==> config.mk <==
export PLATFORM = sky130hd
export DESIGN_NAME = ophist_ctl
export DESIGN_NICKNAME = d
export VERILOG_FILES = /design/src/hw/rtl/ophist_pkg.sv /design/src/hw/rtl/ophist_ctl.sv
export VERILOG_INCLUDE_DIRS = /design/src /design/src/hw/rtl
export SDC_FILE = /design/constraint.sdc
export NUM_CORES = 1
export LEC_CHECK = 0
export BUFFER_PORTS_ARGS = -buffer_cell sky130_fd_sc_hd__buf_2
export CAP_MARGIN = 10
export CORE_AREA = 2 2 39 41
export CTS_CLUSTER_DIAMETER = 60
export DETAILED_ROUTE_END_ITERATION = 12
export DIE_AREA = 0 0 41 43
export GPL_TIMING_DRIVEN = 0
export MAX_ROUTING_LAYER = met4
export SLEW_MARGIN = 30
export SYNTH_ARGS = -nofsm -noshare
export SYNTH_HDL_FRONTEND = slang
export SYNTH_SLANG_ARGS = --single-unit
==> constraint.sdc <==
create_clock -name i_clk -period 1.7 [get_ports i_clk]
set_clock_uncertainty 0.05 [all_clocks]
set_input_delay 0 -clock i_clk [delete_from_list [all_inputs] [get_ports i_clk]]
set_output_delay 0 -clock i_clk [all_outputs]
set_load 0.005 [all_outputs]
==> src/hw/rtl/opcode_pair_histogram_core_assert.svh <==
// Assertion macros shared by the opcode pair histogram modules.
// Each macro takes a label, the clock, the active-low reset, a condition
// and the property that must follow from it.
`ifndef OPCODE_PAIR_HISTOGRAM_CORE_ASSERT_SVH
`define OPCODE_PAIR_HISTOGRAM_CORE_ASSERT_SVH
`ifndef SYNTH
// Consequent must hold in the same cycle as the condition.
`define OPH_ASSERT_IMPL(lbl, clk, rstn, ante, cons) \
    lbl: assert property (@(posedge clk) disable iff (!rstn) (ante) |-> (cons)) \
        else $error("opcode pair histogram: property failed");
// Consequent must hold in the cycle after the condition.
`define OPH_ASSERT_NEXT(lbl, clk, rstn, ante, cons) \
    lbl: assert property (@(posedge clk) disable iff (!rstn) (ante) |=> (cons)) \
        else $error("opcode pair histogram: property failed");
`else
`define OPH_ASSERT_IMPL(lbl, clk, rstn, ante, cons)
`define OPH_ASSERT_NEXT(lbl, clk, rstn, ante, cons)
`endif
`endif

==> src/hw/rtl/ophist_pkg.sv <==
package ophist_pkg;

    // Sizes of the opcode space and the counters.
    localparam int OPCODE_SLOTS    = 512;
    localparam int SLOT_W          = $clog2(OPCODE_SLOTS);
    localparam int PAIR_ADDR_W     = 2 * SLOT_W;
    localparam int PAIR_DEPTH      = OPCODE_SLOTS * OPCODE_SLOTS;
    localparam int PAIR_COUNT_BITS = 32;
    localparam int COUNT_W         = 64;
    localparam int OP_W            = 3;
    localparam int BYTE_W          = 8;

    localparam logic [PAIR_COUNT_BITS-1:0] PAIR_MAX = {PAIR_COUNT_BITS{1'b1}};
    localparam logic [SLOT_W-1:0]          TWO_BYTE_BASE = SLOT_W'(256);

    // Operation codes of an input transfer.
    typedef enum logic [OP_W-1:0] {
        OP_BEGIN    = 3'd0,
        OP_SECOND   = 3'd1,
        OP_FLUSH    = 3'd2,
        OP_RD_OPC   = 3'd3,
        OP_RD_PAIR  = 3'd4,
        OP_RD_TOTAL = 3'd5
    } t_op;

    // Controller states.
    typedef enum logic [2:0] {
        S_CLEAR,
        S_IDLE,
        S_DECODE,
        S_CMT_WR,
        S_EMIT
    } t_state;

    // Commands from the controller to the datapath.
    typedef struct packed {
        logic clr_wr;
        logic load;
        logic mem_rd;
        logic rd_commit;
        logic commit_wr;
        logic set_pending;
        logic set_second;
        logic inc_total;
        logic emit;
    } t_cmd;

    // Status from the datapath to the controller.
    typedef struct packed {
        logic [OP_W-1:0] op;
        logic            pend_valid;
        logic            clr_last;
    } t_stat;

endpackage

==> src/hw/rtl/ophist_ctl.sv <==
`include "opcode_pair_histogram_core_assert.svh"

module ophist_ctl (
    input  logic              i_clk,
    input  logic              i_rst_n,
    input  logic              i_start,
    output logic              o_busy,
    input  ophist_pkg::t_stat i_stat,
    output ophist_pkg::t_cmd  o_cmd
);
    import ophist_pkg::*;

    t_state r_state;
    t_state n_state;
    logic   accept;
    logic   clearing;

    // State register.
    always_ff @(posedge i_clk) begin
        if (!i_rst_n) begin
            r_state <= S_CLEAR;
        end else begin
            r_state <= n_state;
        end
    end

    assign accept   = i_start && !o_busy;
    assign clearing = (r_state == S_CLEAR) && !i_stat.clr_last;

    // Next state and datapath commands.
    always_comb begin
        n_state = r_state;
        o_cmd   = '0;
        o_busy  = 1'b1;
        case (r_state)
            S_CLEAR: begin
                o_cmd.clr_wr = 1'b1;
                if (i_stat.clr_last) begin
                    n_state = S_IDLE;
                end
            end
            S_IDLE: begin
                o_busy = 1'b0;
                if (i_start) begin
                    o_cmd.load = 1'b1;
                    n_state    = S_DECODE;
                end
            end
            S_DECODE: begin
                n_state = S_IDLE;
                case (i_stat.op)
                    OP_BEGIN: begin
                        o_cmd.inc_total = 1'b1;
                        if (i_stat.pend_valid) begin
                            o_cmd.mem_rd    = 1'b1;
                            o_cmd.rd_commit = 1'b1;
                            n_state         = S_CMT_WR;
                        end else begin
                            o_cmd.set_pending = 1'b1;
                        end
                    end
                    OP_SECOND: begin
                        o_cmd.set_second = 1'b1;
                    end
                    OP_FLUSH: begin
                        if (i_stat.pend_valid) begin
                            o_cmd.mem_rd    = 1'b1;
                            o_cmd.rd_commit = 1'b1;
                            n_state         = S_CMT_WR;
                        end
                    end
                    OP_RD_OPC, OP_RD_PAIR, OP_RD_TOTAL: begin
                        o_cmd.mem_rd = 1'b1;
                        n_state      = S_EMIT;
                    end
                    default: begin
                        n_state = S_IDLE;
                    end
                endcase
            end
            S_CMT_WR: begin
                // A begin makes its own opcode pending once the old one is recorded.
                o_cmd.commit_wr = 1'b1;
                if (i_stat.op == OP_BEGIN) begin
                    o_cmd.set_pending = 1'b1;
                end
                n_state = S_IDLE;
            end
            S_EMIT: begin
                o_cmd.emit = 1'b1;
                n_state    = S_IDLE;
            end
            default: begin
                n_state = S_IDLE;
            end
        endcase
    end

    `OPH_ASSERT_NEXT(a_accept_decode, i_clk, i_rst_n, accept, r_state == S_DECODE)
    `OPH_ASSERT_IMPL(a_commit_pending, i_clk, i_rst_n, o_cmd.commit_wr, i_stat.pend_valid)
    `OPH_ASSERT_NEXT(a_clear_holds, i_clk, i_rst_n, clearing, r_state == S_CLEAR)

endmodule

Yosys cells after proc, flatten, opt, wreduce, memory -nomap -nowiden
Index checks and enable logic that the tools add are counted.
{"block": "op_classes", "n_eq_ne": 11, "mux": 21, "reduce_logical": 5}
{"operator": "$eq 3x2->1 const B", "n": 4}
{"operator": "$mux 1", "n": 11}
{"operator": "$eq 3x3->1 const B", "n": 3}
{"operator": "$pmux 3 s3", "n": 1}
{"operator": "$mux 2", "n": 4}
{"operator": "$eq 3x1->1 const B", "n": 2}
{"operator": "$logic_not 3->1", "n": 2}
{"operator": "$mux 3", "n": 2}
{"operator": "$pmux 3 s2", "n": 1}
{"operator": "$ne 2x2->1 const B", "n": 2}
{"operator": "$pmux 1 s2", "n": 2}
{"operator": "$reduce_or 3->1", "n": 1}
{"operator": "$reduce_and 2->1", "n": 1}
{"operator": "$reduce_or 2->1", "n": 1}
{"block": "word_totals", "regBits": 3, "in_bits": 8, "output_inout_bits": 10, "wordCells": 38}

Depth between registers and ports, before layout
Gate-level depths: netlist of the first run.
{"block": "logic_depth", "ltp_word": 4, "mapped_depth": 4, "ltp_nobuf": 3}

Least setup slack after synthesis of the first run
OpenSTA, ideal clock, no wires.
{"block": "synth_timing", "kind": "reg-to-output", "startpoint": "register r_state[1]", "endpoint": "output port o_cmd[3] (netlist name)", "t_arrival_ns": 1.116, "required_ns": 1.650, "setup_slack_ns": 0.534, "path_stages_with_launch": 3, "path_buffers": 0, "cell_sequence": "dfxtp_1 > or3b_4 > a2111oi_4"}
{"element": "start, declared", "line": "ophist_ctl.sv:13", "rtl": "t_state r_state;"}
{"element": "start signal, assigned", "line": "ophist_ctl.sv:23", "rtl": "r_state <= n_state;"}
{"element": "end, declared", "line": "ophist_ctl.sv:9", "rtl": "output ophist_pkg::t_cmd o_cmd"}

==> key figures, run 1 <==
Outcome
  – Status: complete, no violations

Flow run
  – Max-cap violations: 0

Power
  – Pwr/cell area: 648.4 mW/mm^2
  – Tot Pwr: 0.0002515 W
  – VDD IR max: 0.1586 mV
  – Pleak: 0.2036 nW

Floorplan
  – Initial core utilization: 17.81%
  – Die Width: 41 um
  – Row Count: 14
  – I/O pin cnt: 18
  – Die area: 0.001763 mm^2
  – Die height: 43 um
  – Core area: 0.001384 mm^2

Setup path
  – CP arrival: 1.56 ns
  – Crit-path cells: or3b_4 -> a2111oi_4 -> buf_2
  – CP Class: reg -> out
  – Setup crit start kind: flip-flop
  – CP endpoint kind: output pin
  – Crit-path max cell delay: 0.44 ns
  – Worst Path Required: 1.65 ns
  – Worst Path Buf+Inv: 1
  – Slowest cell on the critical path: or3b_4
  – Delay-heaviest family, CP: simple AND/OR/NAND/NOR gates
  – CP max FO: 7

Global route
  – First-pass GRT wire length: 862 um
  – Largest net degree at the start of global routing: 10
  – Global Route Usage Sum: 7.495%
  – Vias in the first global route: 255
  – Initial antenna violation count: 0
  – Remaining global-route overflow: 0

Finish
  – Layout cells sized above 1: 46.15%
  – N_diodes: 0
  – Fillcell total: 166
  – Biggest register: r_state
  – Post-layout net count: 61
  – Synth-to-Final Area Change: 57.36%
  – Largest regs: r_state (3)
  – Largest register FFs: 3
  – Final instance area: 387.9 um^2

Yosys
  – Mean post-synth cell area: 8.216 um^2
  – Post-synthesis adder-cell area fraction: 0%
  – Most used DFF post-synth: dfxtp_1
  – Mapped Area: 246.5 um^2
  – Ranking of synthesized cells by area: dfxtp_1 (24%), a2111oi_4 (11%), nor3b_1 (9.1%)
  – Area share of and/or/nand/nor cells after synthesis: 49.24%
  – Post-synth EDFFs: 0
  – Ys async rst share: 0%
  – Syn Inst Count: 30
  – Mapped Nets: 38
  – Most common cell in the netlist: inv_1
  – Biggest area consumer among synthesized cells: dfxtp_1
  – Top-area cell type share of the netlist area: 24.37%
  – Largest family of logic cells by synthesized area: simple AND/OR/NAND/NOR gates
  – Mux share of post-synthesis cell area: 0%
  – Synth Area in Compound Gates: 18.27%
  – Library cells used by synthesis: 19
  – Post-Synth XOR/XNOR Area: 0%
  – Synth warnings: 0
  – Seq cells post-synth: 3
  – Sequential share of the synthesized area: 24.37%
  – Post-synth top cells: inv_1 (4), dfxtp_1 (3), nor3b_1 (3)

Placed design
  – DP HPWL: 514.7 um
  – Placer Congestion: 0.6816
  – Post-DP Area: 351.6 um^2
  – Dpl ws: 0.3243 ns
  – Number of port buffers: 17

Routing
  – Post-route ant nets: 0
  – Via count: 292
  – Drc violations: 0
  – Iter 0 DRT Violations: 5
  – WL/cell: 9.118 um
  – Number of vias per cell: 4.294
  – WL final: 620 um
  – First drt pass iteration count: 4

CTS
  – CTS root buffer: clkbuf_4
  – CTS sink count: 3
  – Hold_buf cts: 1
  – CTS HTree Levels: 1
  – Insertion delay to the later sink of the worst-skew pair: 0.23 ns
  – Clock buffer depth: 2
  – Post-CTS Setup Bufs: 0
  – Clock transition at path regs: 0.03 ns
  – Post-cts sizing count: 0
  – CTS Buf Count: 3
  – CTS tree: done

STA
  – Slew headroom: 84.79%
  – RSZ-0062 raised after global routing: false
  – Worst hold slack: 0.03227 ns
  – Min cycle time layout: 1.615 ns
  – Slew @ Worst Pin: 0.2281 ns
  – Final setup violation count: 0
  – Fin crit share: 94.98%
  – Post-route setup TNS: 0 ns
  – Final Hold Vio Count: 0
  – Slew Limit Fails: 0
  – PnR worst setup slack: 0.08542 ns
  – FMAX: 0.6194 GHz

Min path
  – Worst Hold Class: in -> reg
-- worst register-to-register path: cells and delay by family, from the launching register on --
kind	cells	cell delay, ns
flip-flops	1	0.28
AO/OA/AOI/OAI	1	0.15
buffers and inverters	1	0.16
AND/OR/NAND/NOR	2	0.42
-- cells in the final DEF, fill, tap and decap left out --
cell type / instances
buf_2: 18
inv_1: 4
nor3b_1: 3
clkbuf_4: 3
dfxtp_1: 3
nor2_1: 2
nand2_1: 2
nor3_1: 2
nor2b_1: 2
or3b_4: 1
a2111oi_4: 1
nand4b_1: 1
nand3_1: 1
and3b_1: 1
o21ai_1: 1
nor4b_2: 1
nand2b_1: 1
o211ai_1: 1
and3_1: 1
a21oi_1: 1
clkbuf_1: 1
dlygate4sd3_1: 1
-- path summary, 6_finish.rpt --
path	startpoint	endpoint	slack, ns	cells past startpoint
setup / recovery	r_state[1]$_SDFFE_PN0P_	o_cmd[3]	0.09	3
hold / removal	i_start	r_state[1]$_SDFFE_PN0P_	0.03	3
hold reg to reg	r_state[1]$_SDFFE_PN0P_	r_state[1]$_SDFFE_PN0P_	0.60	2
setup reg to reg	r_state[0]$_SDFFE_PN0P_	r_state[1]$_SDFFE_PN0P_	0.56	4
-- per-stage QoR --
stage | util [%] | instances
after global routing | 28.03 | 68
after floorplan | - | 30
final | 28.03 | 68
after CTS | 28.03 | 68
after detailed placement | 25.41 | 63
after global placement | 25.41 | 63
-- cell families after synthesis --
group / Yosys count
AND/OR/NAND/NOR: 18
buffers and inverters: 5
AO/OA/AOI/OAI: 4
flip-flops: 3
-- area by class of cell --
cell class	instances	area, um^2	share of cell area (%)
inverters	4	15.01	3.871
flip-flops and latches	3	60.06	15.48
multi-input cells	22	166.4	42.90
plain buffers	1	5.005	1.290
well taps	16	20.02	5.161
repair buffers	18	95.09	24.52
clock buffers	4	26.28	6.774
-- layer usage --
| layer | track usage [%] | vias up | share of wire (%) |
|---|---|---|---|
| met3 | 0 | 0 | 6.5 |
| met4 | 8.000 | 0 | 0 |
| met2 | 11.88 | 10 | 54 |
| met1 | 7.348 | 133 | 39 |
| li1 | - | 149 | - |
| met5 | - | - | 0 |
-- report_power, final --
part           internal, W  switching (W)
combinational    0.0000255      0.0000274
clock            0.0000878      0.0000343
sequential       0.0000742     0.00000234
total             0.000187      0.0000640
Note: power is estimated with default switching activity, not from simulation.
==> inputs of run 2 (changes only) <==
--- a/config.mk
+++ b/config.mk
@@ -14,6 +14,7 @@
 export DIE_AREA = 0 0 41 43
 export GPL_TIMING_DRIVEN = 0
 export MAX_ROUTING_LAYER = met4
+export PLACE_DENSITY = 0.5
 export SLEW_MARGIN = 30
 export SYNTH_ARGS = -nofsm -noshare
 export SYNTH_HDL_FRONTEND = slang
==> key figures, run 2 (synthesis results as in run 1) <==
Floorplan
  – Die height: 43 um (unchanged)
  – Die area: 0.001763 mm^2 (unchanged)
  – Initial core utilization: 17.81% (unchanged)
  – I/O pin cnt: 18 (unchanged)
  – Row Count: 14 (unchanged)
  – Core area: 0.001384 mm^2 (unchanged)
  – Die Width: 41 um (unchanged)

CTS
  – CTS tree: done
  – CTS root buffer: clkbuf_4
  – CTS sink count: 3 (unchanged)
  – CTS HTree Levels: 1 (unchanged)
  – Clock transition at path regs: 0.04 ns (about the same)
  – Insertion delay to the later sink of the worst-skew pair: 0.24 ns (about the same)
  – Clock buffer depth: 2 (unchanged)
  – CTS Buf Count: 3 (unchanged)
  – Post-cts sizing count: 0 (unchanged)
  – Post-CTS Setup Bufs: 0 (unchanged)

Finish
  – Storage cell area: 60.06 um^2 (unchanged)
  – Largest regs: r_state (3)
  – Fillcell total: 151 (-9.0%)
  – Largest register FFs: 3 (unchanged)
  – Biggest register: r_state
  – Synth-to-Final Area Change: 57.36% (unchanged)
  – Final std cells w/o fill: 68 (unchanged)
  – N_diodes: 0 (unchanged)
  – Area occupied by multi-input gates: 166.4 um^2 (unchanged)
  – Commonest cells after routing, fill and taps aside: buf_2 (18), inv_1 (4), nor3b_1 (3), clkbuf_4 (3), dfxtp_1 (3)
  – Commonest non-fill, non-tap cell in the layout: buf_2
  – Post-layout net count: 61 (unchanged)
  – Layout cells sized above 1: 46.15% (unchanged)

Routing
  – Iter 0 DRT Violations: 7 (+2)
  – WL final: 712 um (+15%)
  – Drc violations: 0 (unchanged)
  – First drt pass iteration count: 4 (unchanged)
  – Via count: 292 (unchanged)
  – Post-route ant nets: 0 (unchanged)
  – Number of vias per cell: 4.294 (unchanged)
  – WL/cell: 10.47 um (+15%)

Global route
  – Initial antenna violation count: 0 (unchanged)
  – Largest net degree at the start of global routing: 10 (unchanged)
  – First-pass GRT wire length: 1007 um (+17%)
  – Vias in the first global route: 223 (-13%)
  – Global Route Usage Sum: 9.044% (+1.5 points)
  – Remaining global-route overflow: 0 (unchanged)

STA
  – Post-route setup TNS: 0 ns (unchanged)
  – Min cycle time layout: 1.630 ns (+0.01537 ns)
  – PnR worst setup slack: 0.07004 ns (-0.01537 ns)
  – RSZ-0062 raised after global routing: false
  – Slew headroom: 81.67% (-3.1 points)
  – Fin crit share: 95.88% (+0.90 points)
  – Slew Limit Fails: 0 (unchanged)
  – Slew @ Worst Pin: 0.2728 ns (+0.04472 ns)
  – FMAX: 0.6135 GHz (-0.94%)
  – Final Hold Vio Count: 0 (unchanged)
  – Final setup violation count: 0 (unchanged)

Power
  – Switch Pwr: 0.00007139 W (+12%)
  – Sequential power share: 29.5% (-0.9 points)
  – Pwr/cell area: 668.3 mW/mm^2 (+3.1%)
  – Internal Power: 0.0001878 W (+0.19%)
  – Combinational share of power: 20.7% (-0.3 points)
  – VDD IR max: 0.2596 mV (+64%)
  – Sw frac: 27.54% (+2.1 points)
  – Pleak: 0.2036 nW (unchanged)
  – Clk pwr share: 49.8% (+1.3 points)

Setup path
  – CP max FO: 7 (unchanged)
  – Flop-to-flop setup slack: 0.48 ns (-0.08 ns)
  – Worst Path Required: 1.65 ns (about the same)
  – CP arrival: 1.58 ns (+0.02 ns)
  – CP endpoint kind: output pin
  – CP Class: reg -> out
  – Setup crit start kind: flip-flop

Flow run
  – Max-cap violations: 0 (unchanged)

Placed design
  – Placed Cells: 63 (unchanged)
  – Number of port buffers: 17 (unchanged)
  – Dpl ws: 0.3261 ns (+0.001747 ns)
  – DP HPWL: 515.6 um (+0.17%)
  – Placer Congestion: 0.5989 (-12%)

Min path
  – Worst Hold Class: in -> reg

Outcome
  – Status: complete, no violations
run 2: cell counts in the layout (fill, tap and decap cells not counted):
No cell type changed its count.
run 2: power by group through the flow:
stage,registers (W),clock network [W],logic (W)
finish,0.0000765,0.000129,0.0000536
detailed placement,0.0000775,0,0.0000521
floorplan,0.0000768,0,0.0000275
CTS,0.0000764,0.000134,0.0000542
global route,0.0000767,0.000139,0.0000602
global placement,0.0000775,0,0.0000519
run 2: worst max-delay path, stage by stage (launching register included):
cell,delay [ns]
dfxtp_1,0.43
or3b_4,0.45
a2111oi_4,0.31
buf_2,0.16
run 2: through the flow:
| step | utilization, % | hold slack [ns] | power [W] | instance area [um^2] |
|---|---|---|---|---|
| detailed placement | 25.41 | 0.2005 | 0.0001296 | 351.6 |
| finish | 28.03 | 0.02529 | 0.0002592 | 387.9 |
| global placement | 25.41 | 0.1988 | 0.0001294 | 351.6 |
| global route | 28.03 | 0.03624 | 0.0002763 | 387.9 |
| CTS | 28.03 | 0.02133 | 0.0002650 | 387.9 |
| floorplan | - | -0.03317 | 0.0001043 | 246.5 |
run 2: area by class of cell:
cell class | count | share of cell area, %
plain buffers | 1 | 1.290
clock buffers | 4 | 6.774
inverters | 4 | 3.871
flip-flops and latches | 3 | 15.48
repair buffers | 18 | 24.52
well taps | 16 | 5.161
multi-input cells | 22 | 42.90
run 2: path summary, 6_finish.rpt:
| check | start | end | cells past startpoint |
|---|---|---|---|
| worst max register to register | r_state[0]$_SDFFE_PN0P_ | r_state[1]$_SDFFE_PN0P_ | 4 |
| worst min register to register | r_state[0]$_SDFFE_PN0P_ | r_state[1]$_SDFFE_PN0P_ | 3 |
| worst min-delay path | i_start | r_state[1]$_SDFFE_PN0P_ | 3 |
| worst max-delay path | r_state[1]$_SDFFE_PN0P_ | o_cmd[3] | 3 |
run 2: per-layer routing:
layer,up-vias,global-route usage (%),wire (um)
li1,150,-,-
met1,122,12.50,339
met2,20,9.688,294
met3,0,4.712,78
met4,0,6.000,0
met5,-,-,0
run 2: repair_timing:
item | in CTS | in global routing
hold buffers | 1 | 0
hold endpoints to repair | 3 | 0
endpoints found under the setup margin | 0 | 0
==> inputs of run 3 (changes only) <==
--- a/config.mk
+++ b/config.mk
@@ -6,6 +6,7 @@
 export SDC_FILE = /design/constraint.sdc
 export NUM_CORES = 1
 export LEC_CHECK = 0
+export ABC_AREA = 1
 export BUFFER_PORTS_ARGS = -buffer_cell sky130_fd_sc_hd__buf_2
 export CAP_MARGIN = 10
 export CORE_AREA = 2 2 39 41
==> key figures, run 3 <==
Outcome
  – Status: complete, no violations

Global route
  – Global Route Usage Sum: 8.754% (-0.29 points)
  – Vias in the first global route: 243 (+9.0%)
  – Largest net degree at the start of global routing: 8 (-2)
  – First-pass GRT wire length: 952 um (-5.5%)
  – Initial antenna violation count: 0 (unchanged)
  – Remaining global-route overflow: 0 (unchanged)

Yosys
  – Synth warnings: 0 (unchanged)
  – Mapped Area: 249.0 um^2 (+1.0%)
  – Biggest area consumer among synthesized cells: dfxtp_1
  – Post-synth top cells: inv_1 (10), nand2_1 (8), nor2_1 (5), nor3_1 (4), dfxtp_1 (3)
  – Mapped Nets: 50 (+32%)
  – Top-area cell type share of the netlist area: 24.12% (-0.24 points)
  – Most used DFF post-synth: dfxtp_1
  – Ys async rst share: 0% (unchanged)
  – Sequential share of the synthesized area: 24.12% (-0.24 points)
  – Post-synth EDFFs: 0 (unchanged)
  – Mean post-synth cell area: 5.928 um^2 (-28%)
  – Most common cell in the netlist: inv_1
  – Library cells used by synthesis: 16 (-3)
  – Syn Inst Count: 42 (+40%)
  – Seq cells post-synth: 3 (unchanged)
  – Ranking of synthesized cells by area: dfxtp_1 (24%), inv_1 (15%), nand2_1 (12%)

Finish
  – Synth-to-Final Area Change: 56.78%
  – Layout cells sized above 1: 40.63% (-5.5 points)
  – Commonest cells after routing, fill and taps aside: buf_2 (17), inv_1 (10), nand2_1 (8), nor2_1 (5), nor3_1 (4)
  – Final std cells w/o fill: 80 (+18%)
  – Final instance area: 390.4 um^2 (+0.65%)
  – Largest register FFs: 3 (unchanged)
  – Post-layout net count: 73 (+20%)
  – Commonest non-fill, non-tap cell in the layout: buf_2
  – Biggest register: r_state
  – N_diodes: 0 (unchanged)
  – Fillcell total: 160 (+6.0%)
  – Largest regs: r_state (3)

STA
  – Min cycle time layout: 1.249 ns (-0.3808 ns)
  – Slew Limit Fails: 0 (unchanged)
  – Fin crit share: 73.48% (-22 points)
  – RSZ-0062 raised after global routing: false
  – Final Hold Vio Count: 0 (unchanged)
  – Slew @ Worst Pin: 0.2393 ns (-0.03356 ns)
  – Slew headroom: 83.90% (+2.2 points)
  – Final setup violation count: 0 (unchanged)
  – FMAX: 0.8005 GHz (+30%)
  – Post-route setup TNS: 0 ns (unchanged)

Floorplan
  – Row Count: 14 (unchanged)
  – Core area: 0.001384 mm^2 (unchanged)
  – Initial core utilization: 17.99% (+0.18 points)
  – Die area: 0.001763 mm^2 (unchanged)
  – Die Width: 41 um (unchanged)
  – I/O pin cnt: 18 (unchanged)
  – Die height: 43 um (unchanged)

Placed design
  – Placed Cells: 75 (+19%)
  – Placer Congestion: 0.7453 (+24%)
  – Post-DP Area: 354.1 um^2 (+0.71%)
  – Number of port buffers: 17 (unchanged)
  – DP HPWL: 501.5 um (-2.7%)

Min path
  – Worst min-delay path startpoint: i_stat[3]
  – Worst Hold Class: in -> reg

Power
  – Pwr/cell area: 759.5 mW/mm^2 (+14%)
  – Combinational share of power: 29.0% (+8.3 points)
  – Switch Pwr: 0.00009231 W (+29%)
  – Internal Power: 0.0002042 W (+8.7%)
  – VDD IR max: 0.2418 mV (-6.9%)
  – Sw frac: 31.13% (+3.6 points)
  – Tot Pwr: 0.0002965 W (+14%)
  – Clk pwr share: 41.0% (-8.8 points)
  – Pleak: 0.2242 nW (+10%)
  – Sequential power share: 30.0% (+0.5 points)

Routing
  – WL/cell: 7.525 um (-28%)
  – Drc violations: 0 (unchanged)
  – First drt pass iteration count: 4 (unchanged)
  – Via count: 303 (+3.8%)
  – Post-route ant nets: 0 (unchanged)
  – Number of vias per cell: 3.788 (-12%)
  – WL final: 602 um (-15%)
  – Iter 0 DRT Violations: 4 (-3)

CTS
  – CTS tree: done
  – Post-cts sizing count: 0 (unchanged)
  – CTS HTree Levels: 1 (unchanged)
  – CTS Buf Count: 3 (unchanged)
  – Clock buffer depth: 2 (unchanged)
  – CTS sink count: 3 (unchanged)
  – Clock transition at path regs: 0.04 ns (about the same)
  – Insertion delay to the later sink of the worst-skew pair: 0.23 ns (about the same)
  – CTS root buffer: clkbuf_4

Setup path
  – Crit-path cells: inv_2 -> nand2_2 -> nor2_2 -> inv_1 -> nor4_2 -> buf_2
  – Worst Path Required: 1.65 ns (about the same)
  – CP max FO: 7 (unchanged)
  – Worst Setup SP: r_state[0]$_SDFFE_PN0P_
  – Origin of the critical flop-to-flop path: r_state[0]$_SDFFE_PN0P_
  – Crit-path max cell delay: 0.36 ns (-0.09 ns)
  – CP arrival: 1.20 ns (-0.38 ns)
  – CP endpoint kind: output pin
  – Setup crit start kind: flip-flop
  – Slowest cell on the critical path: dfxtp_1
  – CP Class: reg -> out

Flow run
  – Max-cap violations: 0 (unchanged)
[run 3: cell types whose count changed in the layout (fill, tap and decap cells not counted), moves of 2 or more]
cell / before / now
nor2b_1: 2 / 0
nand2_1: 2 / 8
nor3b_1: 3 / 0
nor2_1: 2 / 5
inv_1: 4 / 10
nor3_1: 2 / 4
[run 3: area by class of cell]
class,instances,area [um^2],area share (%)
Timing Repair Buffer,18,95.09,24.36
Clock buffer,4,26.28,6.731
Inverter,11,41.29,10.58
Tap cell,16,20.02,5.128
Multi-Input combinational cell,28,147.6,37.82
Sequential cell,3,60.06,15.38
[run 3: critical path: cells and delay by family, from the launching register on]
family / cells / cell delay [ns]
flip-flops: 1 / 0.36
AND/OR/NAND/NOR: 3 / 0.30
buffers and inverters: 3 / 0.31
[run 3: power by group through the flow]
stage	clock network (W)	registers (W)	logic, W
floorplan	0	0.0000881	0.0000520
global placement	0	0.0000904	0.0000842
detailed placement	0	0.0000900	0.0000843
CTS	0.000128	0.0000889	0.0000864
global route	0.000139	0.0000904	0.000101
finish	0.000122	0.0000889	0.0000860
[run 3: worst paths after layout]
path                                           endpoint  slack [ns]  depth (start not counted)
worst max-delay path                           o_cmd[2]        0.45                          6
worst min-delay path            r_state[2]$_SDFFE_PN0P_        0.08                          4
worst max register to register  r_state[0]$_SDFFE_PN0P_        0.67                          6
worst min register to register  r_state[2]$_SDFFE_PN0P_        0.55                          4
[run 3: kinds of logic after synthesis]
logic type | share of synthesized area [%]
buf+inv | 16.58
flops | 24.12
simple gates | 50.76
compound gates | 8.543
[run 3: repair_timing]
action	4_1_cts	5_1_grt
hold buffers	1	0
endpoints found under the hold margin	3	0
buffers inserted	0	0
[run 3: layer usage]
metal / global-route usage [%] / vias up / part of all wire, %
li1: - / 179 / -
met4: 4.000 / 0 / 0
met1: 11.61 / 114 / 51
met3: 6.283 / 0 / 8.8
met2: 9.688 / 10 / 40
met5: - / - / 0
[run 3: stage by stage]
stage / worst slack (ns) / util (%) / hold WS (ns)
after floorplan: 0.7647 / - / -0.02599
after global placement: 0.6756 / 25.59 / 0.2157
after detailed placement: 0.6866 / 25.59 / 0.2106
after CTS: 0.4344 / 28.21 / 0.07111
after global routing: 0.3114 / 28.21 / 0.09660
final: 0.4509 / 28.21 / 0.07586
